--- src/rtl/core/prwt_ram.sv ---
module prwt_ram #(
    parameter int WIDTH = 65,
    parameter int DEPTH = 64,
    localparam int AddrW = $clog2(DEPTH)
) (
    input  logic             clk,
    input  logic             wr_en,
    input  logic [AddrW-1:0] wr_addr,
    input  logic [WIDTH-1:0] wr_data,
    input  logic             rd_en,
    input  logic [AddrW-1:0] rd_addr,
    output logic [WIDTH-1:0] rd_data
);

    logic [WIDTH-1:0] mem_reg [DEPTH];
    logic [WIDTH-1:0] rd_data_reg;

    always_ff @(posedge clk)
    begin
        if (wr_en)
        begin
            mem_reg[wr_addr] <= wr_data;
        end
        if (rd_en)
        begin
            rd_data_reg <= mem_reg[rd_addr];
        end
    end

    assign rd_data = rd_data_reg;

endmodule

--- config.mk ---
export PLATFORM = sky130hd
export DESIGN_NAME = prwt_ram
export DESIGN_NICKNAME = d
export VERILOG_FILES = /design/src/rtl/core/prwt_ram.sv
export SDC_FILE = /design/constraint.sdc
export NUM_CORES = 2
export LEC_CHECK = 0
export ABC_CLOCK_PERIOD_IN_PS = 7850
export BUFFER_PORTS_ARGS = -buffer_cell sky130_fd_sc_hd__buf_4
export CAP_MARGIN = 25
export CORE_UTILIZATION = 35
export CTS_CLUSTER_DIAMETER = 30
export DETAILED_ROUTE_END_ITERATION = 16
export GPL_TIMING_DRIVEN = 0
export PLACE_DENSITY = 0.54
export REMOVE_ABC_BUFFERS = 1
export SLEW_MARGIN = 10
export SYNTH_ARGS = -nofsm -noshare
export SYNTH_HDL_FRONTEND = slang
export SYNTH_MEMORY_MAX_BITS = 65536
export SYNTH_SLANG_ARGS = --single-unit
export TNS_END_PERCENT = 20
--- constraint.sdc ---
create_clock -name clk -period 7.85 [get_ports clk]
set_clock_uncertainty 0.05 [all_clocks]
set_input_delay 1.1775 -clock clk [delete_from_list [all_inputs] [get_ports clk]]
set_output_delay 1.1775 -clock clk [all_outputs]
set_load 0.05 [all_outputs]
==> qor.txt <==
status: finished clean
CTS clk-pin slew, worst paths: 0.04 ns
Total Power: 62.72 mW
# fillers: 37467
die span in x: 676.0 um
Starting Density: 35.14%
FP Rows: 247
Static Leak: 64.90 nW
cell chain of the critical path: buf_16, buf_16, buf_16, buf_16, buf_16, buf_16, mux4_2, a22oi_1, nand3_1, o211a_1
number of antenna violations at the first check in global routing: 20
final worst-path cycle share: 66.17%
Crit Path Category: input port to register
total negative setup slack: 0 ns
Yosys warnings: 0
IO buf count: 144
Max Freq: 192.5 MHz
area leader, netlist: edfxtp_1
Hold Path Class: input port to register
Post-CTS Hold Buffers: 0
Critical Path AT: 5.90 ns
Yosys top cell area share: 79.80%
die height: 676.0 um
via count: 77484
Max FO, Critical Path: 93
Setup-failing EPs final: 0
Non-Filler Instances: 14255
peak supply drop: 222.3 uV
commonest non-fill, non-tap cell in the layout: edfxtp_1
crit end category: register
Slowest-stage cell, CP: mux4_2
Worst Setup Start Kind: input port
I/O Pins: 145
number of global-route vias before repair: 81075
Mean Syn Cell Area: 24.07 sq um
routed len/inst: 30.98 um
final setup margin: 2.656 ns
RSZ-0062 raised after global routing: false
die area: 0.4569 sq mm
commonest non-fill, non-tap cells in the layout: edfxtp_1, mux4_2, clkbuf_16
worst slew pin tran: 1.198 ns
total clock buffers created by CTS: 807
dpl hpwl: 281600 um
Cell Area, Synth: 0.1590 sq mm
total setup buffers inserted after CTS: 0
layout cells sized above 1: 36.22%
Yosys reg bits: 4225
Iter 0 DRT Violations: 8649
Max Slew Vio Count: 0
Mapped Cells: 6606
Post-DRT Antenna Nets: 0
Placement Setup Slack: 1.292 ns
DRC: 0
largest net degree at the start of global routing: 122
Clk Latency, worst-skew pair: 1.08 ns
sequential cell area fraction in the yosys report: 79.80%
max reg flops: 4160
nets: 7653
maxcap violations: 0
data required time at the worst endpoint: 8.56 ns
via density per instance: 5.436
Synth-to-Final Area Change: 27.78%
Distinct cells, synth: 26
# clock sinks: 4225
CP peak stage delay: 0.59 ns
CTS Buffer Depth: 4
root buf cell: clkbuf_16
post-layout minimum cycle time: 5.194 ns
crit-path most repeated cell: buf_16
P per Cell Area: 308.7 mW/mm^2
first-pass GRT wire length: 617700 um
CTS resizes: 0
core area: 0.4524 sq mm
CTS tree: yes
relative slew slack: 20.12%
total global-route track usage: 19.11%
H-tree level count: 6
RePlAce Congestion: 0.6801
Area contributors post-synth: edfxtp_1, mux4_2, a22oi_1, mux2i_1, buf_2
WL final: 441700 um
Final Hold Viols: 0
gr ovfl total: 0
dpl cells: 12740
drt first pass iters: 6
==> final timing paths <==
kind,startpoint,end,slack (ns),depth (start not counted)
hold reg to reg,mem_reg[14][34],rd_data[34],0.86,4
setup reg to reg,mem_reg[13][54],rd_data[54],5.70,4
setup / recovery,rd_addr[0],rd_data[21],2.66,10
hold / removal,rd_en,rd_data[17],0.48,1
==> cell usage after synthesis, drive strengths merged <==
cell,instances
a211oi,65
a22oi,260
and2,3
buf,257
clkbuf,120
edfxtp,4225
mux2i,103
mux4,1040
nand2,8
nand2b,9
nand3,115
nand3b,25
nand4,2
nand4b,1
nor2,112
nor2b,9
nor3,2
o211a,65
o221ai,46
o22ai,130
or2,2
or3,3
or3b,4
==> routing by layer <==
layer	wire, um	GRT usage (%)
met5	27	0
met2	222900	32.43
met3	29780	3.180
met1	174800	24.97
met4	14160	6.511
==> critical path: cells and delay by family <==
family          cells  cell delay (ns)
compound gates      2             0.45
mux                 1             0.59
buf+inv             6             2.84
simple gates        1             0.13
==> through the flow <==
stage	hold slack (ns)	cell area, sq um	util (%)
6_report	0.4821	203200	44.90
5_1_grt	0.4767	203100	44.90
4_1_cts	0.4452	203100	44.90
3_5_place_dp	0.8426	174700	38.60
3_3_place_gp	0.8474	165600	36.61
2_1_floorplan	0.8065	157100	-
==> cell type report <==
class	count	area, sq um	share of cell area, %
diodes	7	17.52	0.008623
flip-flops and latches	4225	126900	62.45
multi-input cells	2004	30780	15.15
repair buffers	535	9527	4.689
well taps	5976	7477	3.681
clock inverters	627	7856	3.867
clock buffers	881	20620	10.15
==> logic make-up (layout without fill, tap and decap cells) <==
group,count (synthesis),count (layout),synth area share [%]
compound gates,566,566,2.709
buf+inv,377,2043,1.199
flops,4225,4225,79.80
mux,1143,1143,15.38
other cells,0,7,0
simple gates,295,295,0.9074
==> report_power, final <==
part	leakage (nW)	internal [mW]	switching, mW
combinational	13.3	0.865	1.42
clock	13.6	23.2	12.1
sequential	38.1	25.1	0.0489
total	64.9	49.1	13.6
No activity file was read; power rests on OpenSTA's default activity.
